### src/fsd_pkg.sv
`default_nettype none

package fsd_pkg;

	localparam int MAX_WIDTH = 2048;
	localparam int ADDR_W    = $clog2(MAX_WIDTH);

	localparam int PIX_W     = 8;
	localparam int WIDTH_W   = 12;
	localparam int HEIGHT_W  = 16;
	localparam int CFG_W     = 16;
	localparam int CFG_IDX_W = 1;
	localparam int CMP_W     = (WIDTH_W > ADDR_W) ? WIDTH_W : ADDR_W + 1;

	localparam int ERR_W     = 14;
	localparam int FRAC_W    = 4;
	localparam int QUOT_W    = ERR_W - FRAC_W;
	localparam int VAL_W     = QUOT_W + 1;
	localparam int DIFF_W    = PIX_W + 1;

	localparam int PIX_MAX   = 255;
	localparam logic [PIX_W-1:0] THRESHOLD = PIX_W'(127);

	localparam logic [CFG_IDX_W-1:0] REG_IMAGE_WIDTH  = 1'b0;
	localparam logic [CFG_IDX_W-1:0] REG_IMAGE_HEIGHT = 1'b1;

	localparam logic [WIDTH_W-1:0]  WIDTH_RESET  = WIDTH_W'(2048);
	localparam logic [HEIGHT_W-1:0] HEIGHT_RESET = HEIGHT_W'(480);

	localparam int OUT_DEPTH = 4;
	localparam int OUT_PTR_W = $clog2(OUT_DEPTH);
	localparam int OUT_LVL_W = $clog2(OUT_DEPTH + 1);

	localparam int NARROW_COLS = 3;
	localparam logic [1:0] ROW_GAP = 2'd2;

	typedef logic signed [ERR_W-1:0] err_t;

	typedef struct packed {
		logic              first_col;
		logic              last_col;
		logic              last_row;
		logic              wbank;
		logic [ADDR_W-1:0] x;
	} pix_ctl_t;

	typedef struct packed {
		logic              en;
		logic              bank;
		logic [ADDR_W-1:0] addr;
		err_t              data;
	} err_wr_t;

	typedef struct packed {
		logic pixel_on;
		logic end_of_row;
		logic end_of_image;
	} result_t;

endpackage

`default_nettype wire

### src/fsd_diffuse.sv
`default_nettype none

module fsd_diffuse import fsd_pkg::*; (
	input  wire logic              clk,
	input  wire logic              arst_n,
	input  wire logic              valid,
	input  wire pix_ctl_t          ctl,
	input  wire logic [DIFF_W-1:0] diff,
	output      err_wr_t           wr
);

	logic                     valid_s2;
	pix_ctl_t                 ctl_s2;
	logic signed [DIFF_W-1:0] diff_s2;
	err_t                     pa_q;
	err_t                     pb_q;
	err_wr_t                  pend_q;

	err_t    dx, d2, d3, d5, d6, d10;
	err_wr_t s2_wr;
	logic    active;

	always_comb begin
		dx  = ERR_W'(diff_s2);
		d2  = dx * err_t'(2);
		d3  = dx * err_t'(3);
		d5  = dx * err_t'(5);
		d6  = dx * err_t'(6);
		d10 = dx * err_t'(10);

		active = valid_s2 && !ctl_s2.last_row;

		s2_wr.en   = active && !ctl_s2.first_col;
		s2_wr.bank = ctl_s2.wbank;
		s2_wr.addr = ctl_s2.x - ADDR_W'(1);
		s2_wr.data = pa_q + (ctl_s2.last_col ? d6 : d3);

		wr = pend_q.en ? pend_q : s2_wr;
	end

	always_ff @(posedge clk or negedge arst_n) begin
		if (!arst_n) begin
			valid_s2 <= 1'b0;
			pend_q   <= '0;
		end else begin
			valid_s2    <= valid;
			pend_q.en   <= active && ctl_s2.last_col;
			pend_q.bank <= ctl_s2.wbank;
			pend_q.addr <= ctl_s2.x;
			pend_q.data <= pb_q + d10;
		end
	end

	always_ff @(posedge clk) begin
		ctl_s2  <= ctl;
		diff_s2 <= $signed(diff);
		if (active) begin
			if (ctl_s2.first_col) begin
				pa_q <= d6;
				pb_q <= d2;
			end else if (!ctl_s2.last_col) begin
				pa_q <= pb_q + d5;
				pb_q <= dx;
			end
		end
	end

`ifndef NO_ASSERTIONS
	a_no_port_clash: assert property (@(posedge clk) disable iff (!arst_n)
		pend_q.en |-> !s2_wr.en)
		else $error("row store write port claimed twice");
`endif

endmodule

`default_nettype wire

### config.mk
export PLATFORM = sky130hd
export DESIGN_NAME = fsd_diffuse
export DESIGN_NICKNAME = d
export VERILOG_FILES = /design/src/fsd_pkg.sv /design/src/fsd_diffuse.sv
export SDC_FILE = /design/constraint.sdc
export NUM_CORES = 1
export LEC_CHECK = 0
export ABC_AREA = 0
export BUFFER_PORTS_ARGS = -buffer_cell sky130_fd_sc_hd__buf_4
export CAP_MARGIN = 10
export CELL_PAD_IN_SITES_DETAIL_PLACEMENT = 1
export CELL_PAD_IN_SITES_GLOBAL_PLACEMENT = 1
export CORE_UTILIZATION = 30
export DETAILED_ROUTE_END_ITERATION = 6
export HOLD_SLACK_MARGIN = 0.15
export PLACE_DENSITY_LB_ADDON = 0.1
export RECOVER_POWER = 50
export SLEW_MARGIN = 0
export SYNTH_ARGS = -nofsm -noshare
export SYNTH_HDL_FRONTEND = slang
export SYNTH_SLANG_ARGS = --single-unit
### constraint.sdc
create_clock -name clk -period 4.7 [get_ports clk]
set_input_delay 0.705 -clock clk [delete_from_list [all_inputs] [get_ports clk]]
set_output_delay 0.705 -clock clk [all_outputs]
set_load 0.02 [all_outputs]
* Yosys cells after proc, flatten, opt, wreduce, memory -nomap -nowiden
Cells that the tools add are included.
Word-level totals: output and inout port bits 27, register bits 80, input bits 27, logic and storage cells 36
Cells by class: reductions and logical operators 6, add/subtract/negate cells 4, muxes and demuxes 6, equality and inequality tests 1, multiply operators 4
Operators by type and width (number):
- 14-bit two-way mux | 5
- 14-bit adder | 2
- 27-bit two-way mux | 1
- 9-bit by 4-bit multiplier with 13-bit output (second input constant) | 2
- 9-bit by 3-bit multiplier with 12-bit output (second input constant) | 2
- 14-bit by 13-bit adder with 14-bit output | 1
- 11-bit by 1-bit subtractor with 11-bit output (second input constant) | 1
- 1-bit logical AND | 3
- 1-bit zero test | 2
- 2-bit by 1-bit inequality test with 1-bit output (second input constant) | 1
- 2-bit AND reduction | 1

* Depth between registers and ports, before layout
depth after elaboration 4, gate-level depth with buffers 17, depth with buffers taken out 17

* Worst setup path before layout
Ideal clock, no wire load.
path type flip-flop to output port, start register diff_s2[1], end output wr[13] in the netlist's numbering, setup slack 0.412 ns, data arrival time 3.583 ns, stages on the path, launching flop included 17, buffers on the path 0, required time 3.995 ns, cell sequence dfxtp_1 > ha_1 > ha_1 > inv_1 > fa_1 > nor2b_1 > o21a_2 > o21ai_1 > a21o_1 > a311oi_1 > mux2i_1 > ha_1 > a21oi_1 > o21ai_0 > nor3_1 > xnor3_1 > mux2_2
RTL lines:
- start: declaration | line fsd_diffuse.sv:14 | logic signed [DIFF_W-1:0] diff_s2;
- start signal: assignment | line fsd_diffuse.sv:56 | diff_s2 <= $signed(diff);
- end: declaration | line fsd_diffuse.sv:9 | output err_wr_t wr

==> summary.md <==
| Metric | Value |
|---|---|
| Seq/Total Area, Yosys | 34.5% |
| Pleak | 2.91 nW |
| Multi-input gate area | 3590 sq um |
| Number of buffers created by CTS | 9 |
| Hold_ws | 0.341 ns |
| Reg clk slew, reported paths | 0.07 ns |
| Final nets | 750 |
| Element type at the critical path end | output pin |
| Non-filler cells, final | 872 |
| Post-Syn Area per Cell | 9.81 sq um |
| Largest net degree at the start of global routing | 29 |
| Most common cell after layout, fill and taps aside | ha_1 |
| Reg area | 1910 sq um |
| Maximum vdd drop | 0.253 mV |
| Max clock buf depth | 2 |
| Crit path arrival time | 3.93 ns |
| Slew Viols, Final | 29 |
| Mapped cell area | 5520 sq um |
| Hold path cells | 0 |
| Pwr dens | 413 nW/um^2 |
| Final RePlAce weighted congestion | 0.830 |
| Worst rel slew slack | -10.5% |
| CTS tree | yes |
| DP HPWL | 11700 um |
| Filler Cell Count | 2021 |
| Achievable clock frequency | 216 MHz |
| Worst-Margin Slew | 1.66 ns |
| Clk_skew | 0.00746 ns |
| CTS Sinks | 76 |
| Critical setup path kind | register to output pin |
| GRT Overall Usage | 16.9% |
| Area grow syn2layout | 23.3% |
| Status | finished, violations left |
| Share of cells above drive strength 1 | 21.8% |
| Async SR Flop Fraction | 36.8% |
| Top FF cell, synth | dfrtp_1 |
| Reg2Reg Depth | 14 |
| Placed insts | 849 |
| Gate Count Post-Synth | 562 |
| Final ANT Viol Nets | 0 |
| Synth unique cells | 59 |
| Element type at the critical path start | register |
| Die ar. | 18900 sq um |
| Synth Warn # | 0 |
| Total global routing overflow | 0 |
| Vias per Instance | 5.06 |
| Final setup viols | 0 |
| RSZ-0062 raised after global routing | yes |
| DR pass1 iterations | 4 |
| Failing checks | capacitance limit, slew limit |
| Vias | 4408 |
| Fin. Hold Viols | 0 |
| DR WL/cell | 17.1 um |
| CTS hold repair buffers | 0 |
| Maximum fanout along the worst path | 4 |
| H-tree lvl count | 3 |
| Violation count after the first detailed-route iteration | 155 |
| Tmin final | 4.63 ns |
| Vias in the first global route | 4690 |
| Row count | 49 |
| Req. time, crit path | 3.99 ns |
| Chip height | 138 um |
| Hold Crit Class | register to register |
| Core area | 18000 sq um |
| Period utilisation layout | 98.6% |
| First-pass GRT wire length | 24200 um |
| Die Width | 138 um |
| Final Power | 2.81 mW |
| Total Routed Length | 14900 um |
| DRC Markers | 0 |
| I/O pin total | 54 |
| Dpl ws | 0.109 ns |
| Final WS setup | 0.0651 ns |
| Yosys reg bits | 76 |
| Clock latency on the worst-skew pair | 0.35 ns |
| Antenna violations before repair | 0 |
| Clk root buf | clkbuf_16 |
| Post-synth EDFFs | 24 |
| Starting Density | 30.7% |
| Most frequent cells in the layout | 67 x ha_1, 47 x buf_4, 44 x nand2_1, 36 x a21oi_1 |
| Syn nets | 674 |
| PortBufs | 53 |
| Max-cap violations | 1 |
| Number of diodes | 0 |
[logic make-up after synthesis]
| family | share of synthesized area (%) |
|---|---|
| xor+xnor | 7.71 |
| buf+inv | 3.49 |
| mux | 4.40 |
| simple gates | 11.0 |
| fa+ha+maj | 20.9 |
| flops | 34.5 |
| compound gates | 18.0 |
[state kept, by name, indices dropped and copies added (netlist names)]
| name | flops |
|---|---|
| pend_q | 27 |
| ctl_s2 | 15 |
| pa_q | 14 |
| pb_q | 10 |
| diff_s2 | 9 |
| valid_s2 | 1 |
[area by class of cell]
type                       count  area share [%]
timing repair buffer          77            8.22
multi-input combinational    437            52.7
clock inverter                 4           0.791
tap                          229            4.21
inverter                      37            2.04
sequential                    76            28.0
clock buffer                  12            3.94
[synth_stat cells, types with 2 or more instances]
library cell,count,share of area [%]
edfxtp_1,24,13
nor2b_1,9,1.0
nand2b_1,4,0.45
o31ai_1,2,0.27
o21ai_0,32,2.9
nand3_1,9,0.82
dfxtp_1,24,8.7
a2111oi_0,4,0.64
and2_1,2,0.23
xor2_1,17,2.7
a311o_1,2,0.36
nor2_1,36,2.5
and3_1,2,0.23
ha_1,73,17
a211oi_1,4,0.54
xnor2_1,29,4.6
nor3_1,6,0.54
o21a_1,5,0.68
or2_2,3,0.34
a21o_1,16,2.2
a21oi_1,40,3.6
inv_1,36,2.5
o21ai_1,12,1.1
mux2i_1,4,0.73
o21bai_1,9,1.2
o211ai_1,2,0.27
a31oi_1,3,0.34
a41oi_1,3,0.48
clkbuf_1,10,0.68
o311ai_1,3,0.48
mux2_2,18,3.7
or3_1,3,0.34
fa_1,12,4.4
nand2_1,44,3.0
a311oi_1,7,1.1
nor4_1,3,0.34
dfrtp_1,28,13
[what timing repair did]
| item | CTS | global route |
|---|---|---|
| buffers inserted | 3 | 4 |
| gates cloned | 0 | 0 |
| endpoints found under the setup margin | 4 | 5 |
| pin swaps | 15 | 16 |
| resized for setup | 25 | 9 |
[per-layer routing]
metal  routed length (um)  track usage (%)
met5                    0                0
met4                  161             4.95
met3                  537             3.72
met2                 7170             28.6
met1                 7080             21.5
[worst max-delay path, stage by stage (launching register included)]
cell      delay [ns]
dfxtp_4         0.36
ha_4            0.25
ha_4            0.16
buf_4           0.12
buf_4           0.13
a211oi_2        0.29
o21ai_2         0.15
a21oi_1         0.15
o21ai_1         0.11
xor2_1          0.16
mux2_2          0.30
ha_4            0.28
and2_4          0.15
nand3_4         0.09
a211oi_4        0.20
nor3_2          0.08
xnor3_1         0.17
mux2_4          0.28
buf_6           0.13
[where the power goes]
group          switching [mW]  internal (mW)
Sequential             0.0422          0.774
Combinational           0.701          0.541
Clock                   0.292          0.461
[metrics by stage]
| step | util [%] | area (sq um) | TNS, ns |
|---|---|---|---|
| after floorplan | - | 5520 | 0 |
| after global placement | 34.9 | 6280 | 0 |
| after detailed placement | 34.9 | 6280 | 0 |
| after CTS | 37.5 | 6740 | -0.0377 |
| after global routing | 37.9 | 6800 | -0.259 |
| final | 37.9 | 6800 | 0 |
[final timing paths]
path,from,to,slack [ns]
hold reg to reg,ctl_s2[11]$_DFF_P_,pend_q[25]$_DFF_PN0_,0.34
hold / removal,ctl_s2[11]$_DFF_P_,pend_q[25]$_DFF_PN0_,0.34
setup / recovery,diff_s2[2]$_DFF_P_,wr[13],0.07
setup reg to reg,diff_s2[3]$_DFF_P_,pend_q[12]$_DFF_PN0_,0.63
max in group asynchronous,arst_n,pend_q[13]$_DFF_PN0_,2.96
min in group asynchronous,arst_n,pend_q[24]$_DFF_PN0_,0.77
No activity file was read; power rests on OpenSTA's default activity.
