===== src/fsd_pkg.sv =====
`default_nettype none

package fsd_pkg;

	localparam int MAX_WIDTH = 2048;
	localparam int ADDR_W    = $clog2(MAX_WIDTH);

	localparam int PIX_W     = 8;
	localparam int WIDTH_W   = 12;
	localparam int HEIGHT_W  = 16;
	localparam int CFG_W     = 16;
	localparam int CFG_IDX_W = 1;
	localparam int CMP_W     = (WIDTH_W > ADDR_W) ? WIDTH_W : ADDR_W + 1;

	localparam int ERR_W     = 14;
	localparam int FRAC_W    = 4;
	localparam int QUOT_W    = ERR_W - FRAC_W;
	localparam int VAL_W     = QUOT_W + 1;
	localparam int DIFF_W    = PIX_W + 1;

	localparam int PIX_MAX   = 255;
	localparam logic [PIX_W-1:0] THRESHOLD = PIX_W'(127);

	localparam logic [CFG_IDX_W-1:0] REG_IMAGE_WIDTH  = 1'b0;
	localparam logic [CFG_IDX_W-1:0] REG_IMAGE_HEIGHT = 1'b1;

	localparam logic [WIDTH_W-1:0]  WIDTH_RESET  = WIDTH_W'(2048);
	localparam logic [HEIGHT_W-1:0] HEIGHT_RESET = HEIGHT_W'(480);

	localparam int OUT_DEPTH = 4;
	localparam int OUT_PTR_W = $clog2(OUT_DEPTH);
	localparam int OUT_LVL_W = $clog2(OUT_DEPTH + 1);

	localparam int NARROW_COLS = 3;
	localparam logic [1:0] ROW_GAP = 2'd2;

	typedef logic signed [ERR_W-1:0] err_t;

	typedef struct packed {
		logic              first_col;
		logic              last_col;
		logic              last_row;
		logic              wbank;
		logic [ADDR_W-1:0] x;
	} pix_ctl_t;

	typedef struct packed {
		logic              en;
		logic              bank;
		logic [ADDR_W-1:0] addr;
		err_t              data;
	} err_wr_t;

	typedef struct packed {
		logic pixel_on;
		logic end_of_row;
		logic end_of_image;
	} result_t;

endpackage

`default_nettype wire


===== src/fsd_out_buf.sv =====
`default_nettype none

module fsd_out_buf import fsd_pkg::*; (
	input  wire logic                 clk,
	input  wire logic                 arst_n,
	input  wire logic                 push,
	input  wire result_t              push_data,
	output      logic                 out_valid,
	input  wire logic                 out_ready,
	output      result_t              head,
	output      logic [OUT_LVL_W-1:0] fill
);

	result_t              buf_q [OUT_DEPTH];
	logic [OUT_PTR_W-1:0] wr_ptr_q;
	logic [OUT_PTR_W-1:0] rd_ptr_q;
	logic [OUT_LVL_W-1:0] fill_q;
	logic                 pop;

	assign out_valid = (fill_q != '0);
	assign head      = buf_q[rd_ptr_q];
	assign fill      = fill_q;
	assign pop       = out_valid && out_ready;

	always_ff @(posedge clk or negedge arst_n) begin
		if (!arst_n) begin
			wr_ptr_q <= '0;
			rd_ptr_q <= '0;
			fill_q   <= '0;
		end else begin
			if (push)
				wr_ptr_q <= wr_ptr_q + OUT_PTR_W'(1);
			if (pop)
				rd_ptr_q <= rd_ptr_q + OUT_PTR_W'(1);
			if (push && !pop)
				fill_q <= fill_q + OUT_LVL_W'(1);
			else if (pop && !push)
				fill_q <= fill_q - OUT_LVL_W'(1);
		end
	end

	always_ff @(posedge clk) begin
		if (push)
			buf_q[wr_ptr_q] <= push_data;
	end

`ifndef NO_ASSERTIONS
	a_no_overflow: assert property (@(posedge clk) disable iff (!arst_n)
		push && !pop |-> fill_q != OUT_LVL_W'(OUT_DEPTH))
		else $error("result buffer overflow");
`endif

endmodule

`default_nettype wire

===== config.mk =====
export PLATFORM = sky130hd
export DESIGN_NAME = fsd_out_buf
export DESIGN_NICKNAME = d
export VERILOG_FILES = /design/src/fsd_pkg.sv /design/src/fsd_out_buf.sv
export SDC_FILE = /design/constraint.sdc
export NUM_CORES = 1
export LEC_CHECK = 0
export BUFFER_PORTS_ARGS = -buffer_cell sky130_fd_sc_hd__buf_2
export CORE_MARGIN = 2
export CORE_UTILIZATION = 45
export CTS_CLUSTER_SIZE = 40
export DETAILED_ROUTE_END_ITERATION = 10
export HOLD_SLACK_MARGIN = 0.03
export PLACE_DENSITY = 0.66
export SYNTH_ARGS = -nofsm -noshare
export SYNTH_HDL_FRONTEND = slang
export SYNTH_SLANG_ARGS = --single-unit

===== constraint.sdc =====
create_clock -name clk -period 3.2 [get_ports clk]
set_input_delay 0.64 -clock clk [delete_from_list [all_inputs] [get_ports clk]]
set_output_delay 0.64 -clock clk [all_outputs]
set_load 0.03 [all_outputs]

======== Word-level counts from Yosys, hierarchy flattened ========
Memories as Yosys holds them, arrays and structs flattened.
Cells that the tools add are included.
word-level totals
  output and inout port bits .............. 7
  word-level logic and storage cells ...... 19
  memories kept ........................... 1
  register bits ........................... 7
  ROM bits ................................ 0
  bits in writable memories ............... 12
  input port bits ......................... 7
  bits in latches ......................... 0
memory list
  memory  words  width  read ports  clocked after Yosys merged registers in  write ports  line               text
  buf_q   4      3      1           0                                        1            fsd_out_buf.sv:14  result_t buf_q [OUT_DEPTH];
cells by class
  bitwise operators ....................... 0
  $lt $le $gt $ge ......................... 0
  add/subtract/negate cells ............... 4
  equal/unequal tests ..................... 0
  reduce and logical (&&, ||, !) cells .... 7
  multipliers ............................. 0
  mux-type cells .......................... 4
  shifts and indexed selects .............. 0
  divide/modulo/power cells ............... 0
operator list
  cell                                                                count
  3-bit two-way mux                                                   2
  2-bit by 1-bit adder with 2-bit output, second input constant       2
  3-bit by 1-bit adder with 3-bit output, second input constant       1
  1-bit logical AND                                                   3
  3-bit nonzero test                                                  1
  3-bit by 1-bit subtractor with 3-bit output, second input constant  1
  1-bit zero test                                                     2
  1-bit two-way mux                                                   2
  2-bit nonzero test                                                  1

======== Longest topological paths before layout ========
Gate-level depths: netlist (run 1).
  depth after elaboration ................. 5
  depth in mapped cells ................... 8
  mapped depth without buffers ............ 8

======== Worst setup path before layout (run 1) ========
Ideal clock, no wire load.
  path type ............................... register -> register
  start point ............................. register fill_q[0], in the netlist fill[0]
  end point ............................... register fill_q[2], in the netlist fill[2]
  cell stages (with the launch flop) ...... 9
  arrival ................................. 2088 ps
  path buffers ............................ 0
  path slack .............................. 1031 ps
  required time ........................... 3120 ps
  library setup time ...................... 80 ps
  clock period less this slack ............ 2169 ps
  cell sequence ........................... dfrtp_1 or3_4 nand2_4 ha_1 inv_1 fa_1 xor2_1 nor2_1 xor2_1
between the ends
  word-level cells in the longest chain between the ends .. 5
  elaborated cells on any way between the ends .. 10
RTL lines
  item                                                            line               text
  from (decl)                                                     fsd_out_buf.sv:17  logic [OUT_LVL_W-1:0] fill_q;
  from (signal assigned)                                          fsd_out_buf.sv:36  fill_q <= fill_q + OUT_LVL_W'(1);
  from (signal assigned)                                          fsd_out_buf.sv:38  fill_q <= fill_q - OUT_LVL_W'(1);
  3-bit nonzero test (*)                                          fsd_out_buf.sv:20  assign out_valid = (fill_q != '0);
  named net out_valid                                             fsd_out_buf.sv:8   output logic out_valid,
  1-bit logical AND (*)                                           fsd_out_buf.sv:23  assign pop = out_valid && out_ready;
  1-bit zero test                                                 fsd_out_buf.sv:35  if (push && !pop)
  1-bit logical AND                                               fsd_out_buf.sv:35
  3-bit two-way mux / 2-bit nonzero test (equally long branches)  n/a
Mark *: on every way through the listed nets, which the timed path passes. The rest lies on a longest branch. The select of a mux whose other input is x is not followed.
A chain may end at the register's enable or synchronous reset.

==> metrics.md, run 1 <==
| Metric | Value |
|---|---|
| Max-slew violations | `0` |
| Setup Crit Path Kind | `reg2out` |
| Antenna Nets Post-Route | `0` |
| Post-synth top flop | `edfxtp_1` |
| Initial DRC count | `0` |
| Total gr overflow | `0` |
| Max VDD drop | `429 uV` |
| Die Ht | `47.1 um` |
| Drt wl/cell | `12.3 um` |
| CTS tree | `done` |
| First-pass GRT wire length | `1810 um` |
| Clock Pin Slew Worst Setup and Hold Paths | `0.11 ns` |
| Status | `finished clean` |
| RSZ-0062 raised after global routing | `false` |
| Clock skew | `0.00777 ns` |
| Post-CTS setup buffers | `0` |
| Sequential share of power | `0.460` |
| Mapped Cells | `49` |
| CTS Root Cell | `clkbuf_4` |
| Sw Ratio | `0.388` |
| Hold Crit Class | `in2async` |
| Initial core utilization | `0.479` |
| Bufs on Longest Clock Path | `2` |
| Yosys warnings | `0` |
| Clock power frac | `0.133` |
| Final period util | `0.677` |
| Nets | `79` |
| Startpoint Class | `register` |
| Share of layout cells above drive strength 1 | `0.369` |
| Syn Nets | `62` |
| Core footprint | `1750 sq um` |
| Vias in the first global route | `406` |
| Mapped cell area | `836 sq um` |
| Chip Width | `47.1 um` |
| Max_cap viols | `0` |
| Net Sw Power | `344 uW` |
| PostCTS Resize Cnt | `0` |
| CP endpoint kind | `output port` |
| Post-synth EDFFs | `12` |
| Routed Wire Length | `1110 um` |
| Post-route minimum period | `2.17 ns` |
| Worst-Skew Late Latency | `0.29 ns` |
| CTS Buf Count | `3` |
| Most common cell after layout, fill and taps aside | `buf_2` |
| Diode count | `0` |
| Crit path max fanout | `5` |
| Power per Cell Area | `929 nW/um^2` |
| Fin cells | `90` |
| CTS H-tree depth | `1` |
| GRT Util Overall | `0.126` |
| Async set or reset register ratio after synthesis | `0.368` |
| Setup Viol. Count Final | `0` |
| Area grow syn2layout | `14.2%` |
| Largest net degree at the start of global routing | `12` |
| Cts hold-fix bufs | `0` |
| Gate power share | `0.407` |
| Vias per inst | `4.51` |
| Netlist cell types | `17` |
| DRC viols | `0` |
| Rows | `15` |
| Fin. Hold Viols | `0` |
| CP arrival | `1.53 ns` |
| # placed instances | `86` |
| Die ar. | `2220 sq um` |
| DR vias | `406` |
| Max Freq | `461 MHz` |
| LEAKAGE | `0.000391 uW` |
| Clk sinks | `19` |
| Detailed Routing Iterations Pass 1 | `1` |
| Critical Path RT | `2.56 ns` |
| Top Ports | `14` |
| PortBufs | `13` |
| Slew @ Worst Pin | `0.282 ns` |
| Antenna violations before repair | `0` |
| Yosys reg bits | `19` |
| R2R Setup Slk | `1.15 ns` |
| Relative slew slack | `0.812` |
| Sequential area share after synthesis | `0.641` |
| Setup TNS | `0 ns` |
| Mapped Avg Cell Area | `17.1 sq um` |
| GPL Wtd Cong | `0.665` |
| Most frequent cells in the layout | `13 x buf_2, 12 x edfxtp_1, 7 x dfrtp_1` |
| Internal power | `543 uW` |
[registers in the layout, indices dropped and copies added, names as in the netlist]
name      flops
buf_q        12
fill          3
rd_ptr_q      2
wr_ptr_q      2
[cells in the mapped netlist (3+ instances only)]
cell	count	area [sq um]
mux4_2	3	67.6
xor2_1	3	26.3
and2_1	4	25.0
dfrtp_1	7	175
inv_1	3	11.3
xnor2_1	3	26.3
ha_1	5	62.6
edfxtp_1	12	360
[area by class of cell]
class | count | area, sq um
clock buffer | 3 | 22.5
sequential | 19 | 536
clock inverter | 1 | 5.00
inverter | 3 | 11.3
fill | 158 | 791
tap | 25 | 31.3
multi-input combinational | 26 | 284
timing repair buffer | 13 | 65.1
[per-stage QoR]
| step | setup slack [ns] | utilization | instance area, sq um | power [uW] | hold slack [ns] |
|---|---|---|---|---|---|
| after global routing | 0.934 | 0.547 | 955 | 954 | 0.149 |
| after global placement | 1.17 | 0.531 | 927 | 774 | 0.479 |
| after detailed placement | 1.17 | 0.531 | 927 | 783 | 0.483 |
| after floorplan | 1.03 | - | 836 | 693 | 0.344 |
| after CTS | 1.01 | 0.547 | 955 | 901 | 0.159 |
| final | 1.03 | 0.547 | 955 | 887 | 0.159 |
[power groups by stage]
stage	sequential, uW	combinational [uW]	clock (uW)
3_3_place_gp	415	359	0
5_1_grt	422	399	133
4_1_cts	411	367	123
6_report	408	361	118
3_5_place_dp	417	366	0
2_1_floorplan	429	264	0
[cell families after synthesis]
logic type      after synthesis  share of synthesized area
flops                        19                      0.641
simple gates                  9                     0.0778
xor+xnor                      6                     0.0629
fa+ha+maj                     6                     0.0988
buf+inv                       4                     0.0195
mux                           4                     0.0943
compound gates                1                    0.00598
[critical path, stage by stage (launching register included)]
cell and delay (ns):
dfrtp_1 0.52, mux4_2 0.53, buf_2 0.19
[worst paths after layout]
kind | start | to | cells past startpoint
worst max-delay path | rd_ptr_q[0]$_DFFE_PN0P_ | head[0] | 2
worst min register to register | fill[2]$_DFFE_PN0P_ | fill[2]$_DFFE_PN0P_ | 1
worst max register to register | fill[0]$_DFFE_PN0P_ | fill[2]$_DFFE_PN0P_ | 8
min in group clk | fill[2]$_DFFE_PN0P_ | fill[2]$_DFFE_PN0P_ | 1
worst min-delay path | arst_n | rd_ptr_q[1]$_DFFE_PN0P_ | 1
max in group asynchronous | arst_n | wr_ptr_q[1]$_DFFE_PN0P_ | 1
[layer usage]
layer,GRT usage,vias up,share of wire,wire length (um)
met5,0,-,0,0
met4,0.0667,0,0,0
met3,0.0385,0,0.032,35
met2,0.178,7,0.51,561
met1,0.175,196,0.46,513
li1,-,203,-,-
No activity file was read; power rests on OpenSTA's default activity.
==> run 2, diff against run 1 <==
==> constraint.sdc (replaced) <==
create_clock -name clk -period 2.03 [get_ports clk]
set_input_delay 0.406 -clock clk [delete_from_list [all_inputs] [get_ports clk]]
set_output_delay 0.406 -clock clk [all_outputs]
set_load 0.03 [all_outputs]
==> run 2 against run 1 <==
Against the previous run: design area is 4.3% higher; register-to-register slack worse by 1.0 ns; flip-flop and latch count stayed put; worst setup slack worse by 0.92 ns; clock power is 53% higher; count of clock-buffer cells in the layout is 1 higher; critical endpoint unchanged; routed wire length is 8.0% higher; first-iteration DRC count is 5 higher; worst hold slack better by 0.19 ns; die area stayed put.
==> metrics.md, run 2 (same netlist as run 1, synthesis figures left out) <==
| Metric | Value |
|---|---|
| Hold slack | `0.348 ns (was 0.159 ns)` |
| Worst-Skew Late Latency | `0.28 ns (was 0.29 ns)` |
| Clock skew | `0.00631 ns (was 0.00777 ns)` |
| Detail Placement HPWL | `953 um` |
| Routed Wire Length | `1200 um (was 1110 um)` |
| Max Freq | `522 MHz` |
| Setup TNS | `0 ns (unchanged)` |
| # placed instances | `87 (was 86)` |
| Worst setup margin | `0.115 ns (was 1.03 ns)` |
| CP endpoint kind | `output port (unchanged)` |
| CTS Buf Count | `3 (unchanged)` |
| R2r endpoint | `fill[2]$_DFFE_PN0P_ (unchanged)` |
| Most flops, register | `buf_q (unchanged)` |
| Relative slew slack | `0.819 (was 0.812)` |
| Startpoint Class | `register (unchanged)` |
| Post-route minimum period | `1.91 ns` |
| Max VDD drop | `731 uV (was 429 uV)` |
| Status | `finished clean (unchanged)` |
| Bufs on Longest Clock Path | `2 (unchanged)` |
| Die ar. | `2220 sq um (unchanged)` |
| CTS H-tree depth | `1 (unchanged)` |
| Chip Width | `47.1 um (unchanged)` |
| Area grow syn2layout | `19.2% (was 14.2%)` |
| Power per Cell Area | `1460 nW/um^2 (was 929 nW/um^2)` |
| First-pass GRT wire length | `1970 um (was 1810 um)` |
| LEAKAGE | `0.000399 uW (was 0.000391 uW)` |
| Detailed Routing Iterations Pass 1 | `2 (was 1)` |
| GPL Wtd Cong | `0.723 (was 0.665)` |
| Rows | `15 (unchanged)` |
| Antenna Nets Post-Route | `0 (unchanged)` |
| Top Ports | `14 (unchanged)` |
| Max_cap viols | `0 (unchanged)` |
| Most frequent cells in the layout | `13 x buf_2, 12 x edfxtp_1, 5 x dfrtp_1 (was 13 x buf_2, 12 x edfxtp_1, 7 x dfrtp_1)` |
| R2R Setup Slk | `0.12 ns (was 1.15 ns)` |
| Max-slew violations | `0 (unchanged)` |
| Initial core utilization | `0.479 (unchanged)` |
| Largest register FFs | `12 (unchanged)` |
| Crit path max fanout | `5 (unchanged)` |
| R2r worst-path depth | `8 (unchanged)` |
| Antenna violations before repair | `0 (unchanged)` |
| Hold EP | `buf_q[3][2]$_DFFE_PP_` |
| Sequential cell area | `538 sq um (was 536 sq um)` |
| Clock Pin Slew Worst Setup and Hold Paths | `0.10 ns (was 0.11 ns)` |
| DRC viols | `0 (unchanged)` |
| Slew @ Worst Pin | `0.272 ns (was 0.282 ns)` |
| Clk sinks | `19 (unchanged)` |
| Share of layout cells above drive strength 1 | `0.426 (was 0.369)` |
| Vias in the first global route | `424 (was 406)` |
| Setup Crit Path Kind | `reg2out (unchanged)` |
| Hold wc startpoint | `push_data[2]` |
| Total gr overflow | `0 (unchanged)` |
| Diode count | `0 (unchanged)` |
| CP arrival | `1.51 ns (was 1.53 ns)` |
| Hold path depth | `1` |
| PortBufs | `13 (unchanged)` |
| Setup Viol. Count Final | `0 (unchanged)` |
| Fin cells | `93 (was 90)` |
| Nets | `82 (was 79)` |
| CTS tree | `done (unchanged)` |
| Fin. Hold Viols | `0 (unchanged)` |
| DR vias | `421 (was 406)` |
| Pre-CTS setup slack | `0.0832 ns (was 1.17 ns)` |
| RSZ-0062 raised after global routing | `false (unchanged)` |
| Most common cell after layout, fill and taps aside | `buf_2 (unchanged)` |
| Fill cell count | `153 (was 158)` |
| Pwr Total | `1450 uW (was 887 uW)` |
| Drt wl/cell | `12.9 um (was 12.3 um)` |
| Critical Path RT | `1.62 ns (was 2.56 ns)` |
| Crit Reg-Reg Startpoint | `fill[1]$_DFFE_PN0P_ (was fill[0]$_DFFE_PN0P_)` |
| CTS Root Cell | `clkbuf_4 (unchanged)` |
| Largest net degree at the start of global routing | `11 (was 12)` |
| Hold Crit Class | `in2reg (was in2async)` |
| Die Ht | `47.1 um (unchanged)` |
| GRT Util Overall | `0.139 (was 0.126)` |
| Multi-input gate area | `299 sq um (was 284 sq um)` |
| Vias per inst | `4.53 (was 4.51)` |
| Final period util | `0.943` |
| Initial DRC count | `5 (was 0)` |
| Core footprint | `1750 sq um (unchanged)` |
-- run 2: cell types whose count changed in the layout (fill, tap and decap cells not counted) --
cell | before | now
buf_4 | 0 | 2
dfrtp_1 | 7 | 5
ha_1 | 5 | 4
fa_2 | 0 | 1
clkinv_2 | 1 | 0
dfrtp_2 | 0 | 2
fa_1 | 1 | 0
ha_4 | 0 | 1
dlygate4sd3_1 | 0 | 1
clkbuf_1 | 0 | 1
-- run 2: layout make-up --
class | instances | share of cell area
sequential | 19 | 0.540
multi-input combinational | 26 | 0.300
timing repair buffer | 16 | 0.0905
tap | 25 | 0.0314
clock buffer | 4 | 0.0264
inverter | 3 | 0.0113
-- run 2: metrics by stage --
step,utilization,cell area [sq um]
final,0.571,996
after global routing,0.571,996
after CTS,0.566,988
after detailed placement,0.546,952
after global placement,0.546,952
after floorplan,-,853
-- run 2: worst max path at each step --
stage                            start                  end  cells after the start
3_5_place_dp       fill[1]$_DFFE_PN0P_  fill[2]$_DFFE_PN0P_                      8
2_1_floorplan      fill[1]$_DFFE_PN0P_  fill[2]$_DFFE_PN0P_                      8
6_report       rd_ptr_q[0]$_DFFE_PN0P_              head[0]                      2
3_3_place_gp       fill[1]$_DFFE_PN0P_  fill[2]$_DFFE_PN0P_                      8
5_1_grt            fill[1]$_DFFE_PN0P_  fill[2]$_DFFE_PN0P_                      8
4_1_cts            fill[1]$_DFFE_PN0P_  fill[2]$_DFFE_PN0P_                      8
-- run 2: critical path, stage by stage (launching register included) --
cell and delay [ns]:
dfrtp_1 0.51, mux4_2 0.53, buf_2 0.19
-- run 2: metal layers --
| layer | share of wire | track usage | vias up |
|---|---|---|---|
| met1 | 0.50 | 0.189 | 201 |
| met2 | 0.46 | 0.200 | 8 |
| met3 | 0.030 | 0.0346 | 2 |
| met4 | 0.010 | 0.0833 | 0 |
| li1 | - | - | 210 |
| met5 | 0 | 0 | - |
-- run 2: what timing repair did --
action,in CTS,in global routing
hold buffers,1,0
endpoints found under the hold margin,7,0
endpoints found under the setup margin,0,1
resized for setup,0,0
buffers inserted,0,1
-- run 2: where the power goes --
part           internal (uW)  leakage (uW)  switching, uW
Sequential               540      0.000190           92.4
Combinational            285      0.000194            355
Clock                   76.2     0.0000150            104
Total                    902      0.000399            551
==> run 3, diff against run 2 <==
--- a/config.mk
+++ b/config.mk
@@ -12,6 +12,7 @@
 export DETAILED_ROUTE_END_ITERATION = 10
 export HOLD_SLACK_MARGIN = 0.03
 export PLACE_DENSITY = 0.66
+export SETUP_SLACK_MARGIN = 0.3
 export SYNTH_ARGS = -nofsm -noshare
 export SYNTH_HDL_FRONTEND = slang
 export SYNTH_SLANG_ARGS = --single-unit
==> run 3 against run 2 <==
Against the previous run: core utilization rose by 4.5 points; flip-flop and latch count did not move; via count rose by 3.6%; sequential share of layout area fell by 3.8 points; critical path type unchanged.
==> metrics.md, run 3 (same netlist as run 1, synthesis figures left out) <==
| Metric | Value |
|---|---|
| Vias per inst | `4.40 (was 4.53)` |
| Internal power | `1020 uW (was 902 uW)` |
| Initial DRC count | `4 (was 5)` |
| Setup Crit Path Kind | `reg2out (unchanged)` |
| Max Freq | `528 MHz (was 522 MHz)` |
| Detailed Routing Iterations Pass 1 | `2 (unchanged)` |
| Fin. Hold Viols | `0 (unchanged)` |
| Initial core utilization | `0.479 (unchanged)` |
| Rows | `15 (unchanged)` |
| Total gr overflow | `0 (unchanged)` |
| Most common cell after layout, fill and taps aside | `edfxtp_1 (was buf_2)` |
| Largest net degree at the start of global routing | `11 (unchanged)` |
| CTS Buf Count | `3 (unchanged)` |
| Net Sw Power | `574 uW (was 551 uW)` |
| Routed Wire Length | `1250 um (was 1200 um)` |
| First-pass GRT wire length | `2010 um (was 1970 um)` |
| Setup TNS | `0 ns (unchanged)` |
| Startpoint Class | `register (unchanged)` |
| Fill cell count | `137 (was 153)` |
| Sequential cell area | `539 sq um (was 538 sq um)` |
| Die ar. | `2220 sq um (unchanged)` |
| Post-route minimum period | `1.90 ns (was 1.91 ns)` |
| Clk sinks | `19 (unchanged)` |
| R2r endpoint | `fill[2]$_DFFE_PN0P_ (unchanged)` |
| CP endpoint kind | `output port (unchanged)` |
| Sequential share of power | `0.395 (was 0.436)` |
| GPL Wtd Cong | `0.716 (was 0.723)` |
| Clock power frac | `0.114 (was 0.124)` |
| Relative slew slack | `0.879 (was 0.819)` |
| Max VDD drop | `702 uV (was 731 uV)` |
| Cell area after placement | `956 sq um (was 952 sq um)` |
| Antenna violations before repair | `0 (unchanged)` |
| Sw Ratio | `0.361 (was 0.379)` |
| Hold EP | `buf_q[1][0]$_DFFE_PP_ (was buf_q[3][2]$_DFFE_PP_)` |
| R2R Setup Slk | `0.15 ns (was 0.12 ns)` |
| Largest register FFs | `12 (unchanged)` |
| Clock Pin Slew Worst Setup and Hold Paths | `0.11 ns (was 0.10 ns)` |
| Crit Reg-Reg Startpoint | `fill[1]$_DFFE_PN0P_ (unchanged)` |
| Max-slew violations | `0 (unchanged)` |
| R2r worst-path depth | `8 (unchanged)` |
| Worst-Skew Late Latency | `0.29 ns (was 0.28 ns)` |
| Finished Cell Area | `1070 sq um (was 996 sq um)` |
| Drt wl/cell | `12.6 um (was 12.9 um)` |
| Hold wc startpoint | `push_data[0] (was push_data[2])` |
| Final period util | `0.934 (was 0.943)` |
| Most flops, register | `buf_q (unchanged)` |
| RSZ-0062 raised after global routing | `true (was false)` |
| Diode count | `0 (unchanged)` |
| Hold path depth | `1 (unchanged)` |
| Top Ports | `14 (unchanged)` |
| Critical Path RT | `1.62 ns (about the same)` |
| Setup Viol. Count Final | `0 (unchanged)` |
| Fin util | `0.616 (was 0.571)` |
| Bufs on Longest Clock Path | `2 (unchanged)` |
| CTS Root Cell | `clkbuf_4 (unchanged)` |
| Vias in the first global route | `435 (was 424)` |
| CP arrival | `1.49 ns (was 1.51 ns)` |
| Power per Cell Area | `1480 nW/um^2 (was 1460 nW/um^2)` |
| Nets | `88 (was 82)` |
| Antenna Nets Post-Route | `0 (unchanged)` |
| Multi-input gate area | `303 sq um (was 299 sq um)` |
| Gate power share | `0.490 (was 0.441)` |
| Slew @ Worst Pin | `0.181 ns (was 0.272 ns)` |
| Most frequent cells in the layout | `12 x edfxtp_1, 9 x buf_2, 7 x buf_4 (was 13 x buf_2, 12 x edfxtp_1, 5 x dfrtp_1)` |
| LEAKAGE | `0.000442 uW (was 0.000399 uW)` |
| CTS H-tree depth | `1 (unchanged)` |
| Share of layout cells above drive strength 1 | `0.500 (was 0.426)` |
| Chip Width | `47.1 um (unchanged)` |
| CTS tree | `done (unchanged)` |
| Clock skew | `0.0111 ns (was 0.00631 ns)` |
| Core footprint | `1750 sq um (unchanged)` |
| GRT Util Overall | `0.136 (was 0.139)` |
| DRC viols | `0 (unchanged)` |
| DR vias | `436 (was 421)` |
| Die Ht | `47.1 um (unchanged)` |
| PortBufs | `13 (unchanged)` |
| Hold Crit Class | `in2reg (unchanged)` |
| Status | `finished clean (unchanged)` |
| Area grow syn2layout | `28.6% (was 19.2%)` |
| Crit path max fanout | `2 (was 5)` |
| Max_cap viols | `0 (unchanged)` |
run 3: cell type report:
| type | instances | area share |
|---|---|---|
| Clock buffer | 4 | 0.0244 |
| Sequential cell | 19 | 0.502 |
| Multi-Input combinational cell | 26 | 0.282 |
| Tap cell | 25 | 0.0291 |
| Inverter | 3 | 0.0105 |
| Timing Repair Buffer | 22 | 0.153 |
run 3: stage by stage:
step           instances  power (uW)  setup WS (ns)  hold slack, ns
2_1_floorplan         49        1120         0.0162           0.110
3_3_place_gp          87        1270          0.114           0.251
3_5_place_dp          87        1280         0.0896           0.249
4_1_cts               97        1590          0.153           0.327
5_1_grt               99        1710         0.0424           0.333
6_report              99        1590          0.135           0.330
run 3: worst max path at each step:
stage / start / endpoint / slack, ns / cells after the start
after floorplan: fill[1]$_DFFE_PN0P_ / fill[2]$_DFFE_PN0P_ / 0.02 / 8
after CTS: fill[0]$_DFFE_PN0P_ / fill[2]$_DFFE_PN0P_ / 0.15 / 8
final: fill[1]$_DFFE_PN0P_ / out_valid / 0.13 / 4
after global placement: fill[1]$_DFFE_PN0P_ / fill[2]$_DFFE_PN0P_ / 0.11 / 8
after global routing: fill[1]$_DFFE_PN0P_ / fill[2]$_DFFE_PN0P_ / 0.04 / 8
after detailed placement: fill[1]$_DFFE_PN0P_ / fill[2]$_DFFE_PN0P_ / 0.09 / 8
run 3: routing by layer:
layer  share of wire  global-route usage
met2            0.53               0.203
met4               0              0.0500
met5               0                   0
met1            0.45               0.195
met3           0.022              0.0346
run 3: what timing repair did:
item	4_1_cts	5_1_grt
buffers inserted	5	2
resized for setup	9	1
hold endpoints to repair	7	0
setup endpoints to repair	6	6
pin swaps	4	3
hold buffers	1	0
run 3: power groups by stage:
stage	Clock (uW)	Combinational [uW]	Sequential [uW]
detailed placement	0	630	654
floorplan	0	442	683
CTS	188	767	632
global placement	0	615	650
global route	206	858	648
finish	182	780	629
run 3: critical path, cell delays in order, from the launching register on:
cell     delay, ns
dfrtp_2       0.41
or3_4         0.41
buf_4         0.15
buf_6         0.11
buf_6         0.13
